==> src/rtl/core/wpss_pkg.sv <==
`timescale 1ns / 1ps
// ----------------------------------------------------------------------------
// wpss_pkg: shared types and constants of the weighted prefix-sum sampler
// Tree geometry, field widths and the command/status bundles between the
// controller and the datapath.
// ----------------------------------------------------------------------------
package wpss_pkg;

   localparam int ENTRIES  = 1024;
   localparam int IDX_W    = $clog2(ENTRIES);
   localparam int CNT_W    = IDX_W + 1;
   localparam int WALK_W   = IDX_W + 2;
   localparam int SUM_W    = 48;
   localparam int DELTA_W  = 40;
   localparam int TARGET_W = 47;
   localparam int CSR_DW   = 32;
   localparam int CSR_AW   = 3;

   localparam logic FUNC_ADD    = 1'b0;
   localparam logic FUNC_SEARCH = 1'b1;

   localparam logic REG_ENTRIES_IN_USE = 1'b0;

   typedef struct packed {
      logic clear;
      logic load_add;
      logic load_srch;
      logic rd_add;
      logic rd_srch;
      logic upd;
      logic step;
      logic cmp;
      logic out_load;
   } cmd_type;

   typedef struct packed {
      logic clr_last;
      logic delta_zero;
      logic walk_ok;
      logic bit_zero;
      logic next_ok;
   } sts_type;

endpackage

==> src/rtl/core/wpss_ctrl.sv <==
`timescale 1ns / 1ps
// ----------------------------------------------------------------------------
// wpss_ctrl: sequencer of the weighted prefix-sum sampler
// Runs the clearing pass, the add walk and the search descent, and owns the
// request and response handshakes.
// ----------------------------------------------------------------------------
module wpss_ctrl import wpss_pkg::*; (
   input  logic    clock,
   input  logic    reset,
   input  logic    req_valid,
   output logic    req_stall,
   input  logic    req_func,
   output logic    rsp_valid,
   input  logic    rsp_stall,
   output cmd_type cmd,
   input  sts_type sts
);

   typedef enum logic [2:0] {
      ST_CLEAR,
      ST_IDLE,
      ST_ADD_RD,
      ST_ADD_WR,
      ST_SRCH_RD,
      ST_SRCH_CMP,
      ST_DONE
   } state_type;

   state_type state_ff, state_in;
   logic      rsp_valid_ff, rsp_valid_in;

   assign req_stall = (state_ff != ST_IDLE);
   assign rsp_valid = rsp_valid_ff;

   always_comb begin
      cmd          = '0;
      state_in     = state_ff;
      rsp_valid_in = rsp_valid_ff && rsp_stall;
      case (state_ff)
         ST_CLEAR: begin
            cmd.clear = 1'b1;
            if (sts.clr_last) begin
               state_in = ST_IDLE;
            end
         end
         ST_IDLE: begin
            if (req_valid) begin
               if (req_func == FUNC_SEARCH) begin
                  cmd.load_srch = 1'b1;
                  state_in      = ST_SRCH_RD;
               end else begin
                  cmd.load_add = 1'b1;
                  state_in     = ST_ADD_RD;
               end
            end
         end
         ST_ADD_RD: begin
            if (sts.delta_zero || !sts.walk_ok) begin
               state_in = ST_DONE;
            end else begin
               cmd.rd_add = 1'b1;
               state_in   = ST_ADD_WR;
            end
         end
         ST_ADD_WR: begin
            cmd.upd  = 1'b1;
            state_in = ST_ADD_RD;
         end
         ST_SRCH_RD: begin
            if (sts.bit_zero) begin
               state_in = ST_DONE;
            end else if (sts.next_ok) begin
               cmd.rd_srch = 1'b1;
               state_in    = ST_SRCH_CMP;
            end else begin
               cmd.step = 1'b1;
            end
         end
         ST_SRCH_CMP: begin
            cmd.cmp  = 1'b1;
            state_in = ST_SRCH_RD;
         end
         ST_DONE: begin
            if (!rsp_valid_ff || !rsp_stall) begin
               cmd.out_load = 1'b1;
               rsp_valid_in = 1'b1;
               state_in     = ST_IDLE;
            end
         end
         default: begin
            state_in = ST_IDLE;
         end
      endcase
   end

   always_ff @(posedge clock) begin
      if (reset) begin
         state_ff     <= ST_CLEAR;
         rsp_valid_ff <= 1'b0;
      end else begin
         state_ff     <= state_in;
         rsp_valid_ff <= rsp_valid_in;
      end
   end

endmodule
==> config.mk <==
export PLATFORM = sky130hd
export DESIGN_NAME = wpss_ctrl
export DESIGN_NICKNAME = d
export VERILOG_FILES = /design/src/rtl/core/wpss_pkg.sv /design/src/rtl/core/wpss_ctrl.sv
export SDC_FILE = /design/constraint.sdc
export NUM_CORES = 1
export LEC_CHECK = 0
export BUFFER_PORTS_ARGS = -buffer_cell sky130_fd_sc_hd__buf_2
export CAP_MARGIN = 10
export CORE_AREA = 4 4 41 43
export CTS_BUF_LIST = sky130_fd_sc_hd__clkbuf_2 sky130_fd_sc_hd__clkbuf_4 sky130_fd_sc_hd__clkbuf_8
export DETAILED_ROUTE_END_ITERATION = 8
export DIE_AREA = 0 0 45 47
export PLACE_DENSITY_LB_ADDON = 0.05
export SKIP_CTS_REPAIR_TIMING = 1
export SLEW_MARGIN = 20
export SYNTH_ARGS = -nofsm -noshare
export SYNTH_HDL_FRONTEND = slang
export SYNTH_SLANG_ARGS = --single-unit
export TNS_END_PERCENT = 5
==> constraint.sdc <==
create_clock -name clock -period 1.7 [get_ports clock]
set_input_delay 0.34 -clock clock [delete_from_list [all_inputs] [get_ports clock]]
set_output_delay 0.34 -clock clock [all_outputs]
set_load 0.03 [all_outputs]
## Word level (Yosys, flattened, before mapping)

Cells that the tools add are included.

- Equal/unequal tests: 11
- Mux-type cells: 27
- Reduce and logical (&&, ||, !) cells: 8

Operator list:

| operator | number |
|---|---|
| $mux 3 | 7 |
| $pmux 3 s7 | 1 |
| $mux 1 | 17 |
| $eq 3x3->1 const B | 3 |
| $eq 3x2->1 const B | 2 |
| $ne 2x2->1 const B | 3 |
| $mux 2 | 2 |
| $reduce_and 4->1 | 1 |
| $eq 3x1->1 const B | 1 |
| $logic_not 1->1 | 3 |
| $logic_not 3->1 | 1 |
| $ne 3x1->1 const B | 1 |
| $ne 3x3->1 const B | 1 |
| $logic_or 1x1->1 | 2 |
| $logic_and 1x1->1 | 1 |

- Register bits after elaboration: 4
- Input port bits: 10
- Output and inout port bits: 11
- Logic and storage cells: 48

## Longest topological paths before layout

- Word-level depth: 4
- Mapped depth: 7
- Mapped depth without buffers: 6

## Worst setup path before layout

No wires, ideal clock.

- Kind: register to output
- Start point: reg state_ff[1]
- End point: out cmd[4] in the netlist's numbering
- Arrival: 1.577 ns
- Required time: 1.360 ns
- Slack: -0.217 ns
- Cell stages (with the launch flop): 3
- Path buffers: 1
- Path through: dfxtp_1 buf_6 nor4b_1

RTL lines:

| element | RTL line | RTL |
|---|---|---|
| from (decl) | wpss_ctrl.sv:29 | `state_type state_ff, state_in;` |
| from (signal assigned) | wpss_ctrl.sv:101 | `state_ff <= state_in;` |
| to (decl) | wpss_ctrl.sv:15 | `output cmd_type cmd,` |

==> metrics.txt <==
run status=completed; I/O Buffers=20; GRT Total Usage=0.125; R2R setup slack=0.28 ns; FF-to-FF End=state_ff[1]$_SDFFE_PP0P_; initial antenna violation count=0; H-tree levels=1; Die W=45 um; routed len/inst=12.7 um; Critical Path Fanout Max=7; Iter 0 DRT Violations=15; CTS tree=yes; largest family of logic cells by synthesized area=simple AND/OR/NAND/NOR gates; Worst EP required=1.36 ns; Max-cap violations=0; Std-Cell Rows=13; GP Congestion=0.781; ANT nets after route=0; Power Dens Cells=535 nW/um2; top sig layer=met3; Worst Hold Launch=reset; Synth Register Bits=4; I/O Pins=21; worst slack at placement=0.185 ns; worst setup path start=state_ff[0]$_SDFFE_PP0P_; Area Overhead vs Synth=36.4%; met1 WL=605 um; TritonCTS Sinks=4; nets=95; Max transition margin=0.836; syn_nets=70; DRC Markers=0; TritonCTS Buffers=3; worst hold path type=primary input to flip-flop; FF-to-FF path depth=5; Hold WS=0.327 ns; Post-Synth XOR/XNOR Area=0; CTS max path bufs=2; largest net degree at the start of global routing=16; Post-Synth Simple-Gate Area=0.378; Crit Path Class=flip-flop to output pin; Distinct cells, synth=33; Avg Cell Area, Syn=7.94 um2; Worst Tran Pin Value=0.243 ns; Hold EP=state_ff[0]$_SDFFE_PP0P_; Via density=5.11; first-pass GRT wire length=1960 um; die area=2120 um2; Die Span Y=47 um; Synth Area in Compound Gates=0.288; Syn Std Cell Area=460 um2; fin crit period=1.64 ns; final cell count without fillers=96; sequential fraction of the synthesis area=0.174; vias=491; core area=1300 um2; Crit. End Element=output pin; 1st-pass router iterations=4; storage element area=82.6 um2; layout cells sized above 1=0.506; Worst-path clk slew=0.04 ns; Final Hold Violating Endpoints=0; worst hold path cell count=2; detailed-route wire length=1220 um; area post-placement=582 um2; VDD IR max=0.207 mV; Worst Slack Setup Final=0.0583 ns; # fillers=142; clk root buf=clkbuf_4; Cells after Synth=58; Final Instance Area=628 um2; critical path arrival=1.30 ns; Starting Density=0.354; final worst-path cycle share=0.966; Startpoint Class=flip-flop; Worst R2R Start=state_ff[1]$_SDFFE_PP0P_; Max Slew Vio Count=0; Multi-input gate area=357 um2; vias in the first global route=431; Peak Freq=609 MHz; Adder-Cell Fraction of Synth Area=0.0543; Routed met3 length=60 um; met2 routed WL=553 um; most frequent cells in the layout=buf_2, inv_1, nand2_1, a21oi_1, clkbuf_4; # placed instances=93; Post-DP HPWL=955 um; Clock Skew=0.00240 ns; YS warnings=0; most common cell after layout, fill and taps aside=buf_2; unrepaired setup endpoints after global routing=yes; clk_lat worst skew=0.23 ns; multiplexer area fraction after synthesis=0; Lkg Pwr=0.276 nW; final setup violation count=0; Diodes inserted=0; total gr overflow=0
cell families (layout without fill, tap and decap cells):
group           Yosys count  in the layout
simple gates             27             27
compound gates           16             16
buf+inv                   9             32
flops                     4              4
fa+ha+maj                 2              2
cell usage after synthesis:
| cell | instances | area (um2) |
|---|---|---|
| nor2b_2 | 1 | 8.76 |
| inv_1 | 6 | 22.5 |
| a21oi_2 | 1 | 8.76 |
| ha_1 | 2 | 25.0 |
| or3_1 | 3 | 18.8 |
| o211ai_1 | 1 | 7.51 |
| o31ai_2 | 3 | 37.5 |
| and3_1 | 2 | 12.5 |
| nor2_2 | 1 | 6.26 |
| nand2_1 | 4 | 15.0 |
| nand3b_2 | 1 | 11.3 |
| clkbuf_4 | 1 | 7.51 |
| buf_4 | 1 | 7.51 |
| dfxtp_1 | 4 | 80.1 |
| buf_6 | 1 | 11.3 |
| o2bb2ai_1 | 1 | 8.76 |
| nor2b_1 | 1 | 6.26 |
| a311oi_2 | 1 | 15.0 |
| o221ai_1 | 1 | 8.76 |
| nand2b_2 | 1 | 8.76 |
| nand3b_1 | 1 | 7.51 |
| a21oi_1 | 4 | 20.0 |
| o21bai_1 | 1 | 7.51 |
| nor4b_1 | 1 | 8.76 |
| nor3_1 | 3 | 15.0 |
| nand4_1 | 1 | 6.26 |
| nor3_2 | 1 | 10.0 |
| o2111ai_1 | 1 | 8.76 |
| nand2b_1 | 1 | 6.26 |
| nor2_1 | 3 | 11.3 |
| or2_4 | 1 | 8.76 |
| nor4_2 | 1 | 12.5 |
| o21ai_0 | 2 | 10.0 |
power breakdown:
part / total, W / leakage, nW / switching, W / internal (W)
clock network: 0.000117 / 0.0138 / 0.0000376 / 0.0000789
logic: 0.000112 / 0.229 / 0.0000666 / 0.0000451
registers: 0.000108 / 0.0333 / 0.00000896 / 0.0000987
total: 0.000336 / 0.276 / 0.000113 / 0.000223
worst max-delay path by stage:
stage,to,depth (start not counted),slack (ns)
after floorplan,cmd[5],3,0.04
after CTS,cmd[6],4,-0.07
after global placement,cmd[6],4,0.24
final,cmd[4],3,0.06
after detailed placement,cmd[6],4,0.18
after global routing,cmd[2],3,-0.01
worst max-delay path, stage by stage (launching register included):
cell and delay (ns):
dfxtp_2 0.37, nand2b_1 0.21, nor4b_2 0.25, buf_2 0.23
registers in the layout, summed over array words and instances (netlist names):
| name | flops |
|---|---|
| rsp_valid | 1 |
| state_ff | 3 |
cell type report:
class,instances,share of cell area
flip-flops and latches,4,0.131
repair buffers,23,0.199
clock buffers,3,0.0359
inverters,6,0.0359
well taps,15,0.0299
multi-input cells,45,0.568
stage by stage:
| step | utilization | total power, W | TNS [ns] |
|---|---|---|---|
| after floorplan | - | 0.000178 | 0 |
| after global placement | 0.447 | 0.000214 | 0 |
| after detailed placement | 0.447 | 0.000213 | 0 |
| after CTS | 0.464 | 0.000333 | -0.135 |
| after global routing | 0.483 | 0.000354 | -0.0133 |
| final | 0.483 | 0.000336 | 0 |
routing by layer:
| metal | GRT usage | vias up |
|---|---|---|
| met1 | 0.181 | 220 |
| met4 | 0.0702 | 0 |
| li1 | - | 259 |
| met5 | 0 | - |
| met3 | 0.0115 | 0 |
| met2 | 0.181 | 12 |
No activity file was read; power rests on OpenSTA's default activity.
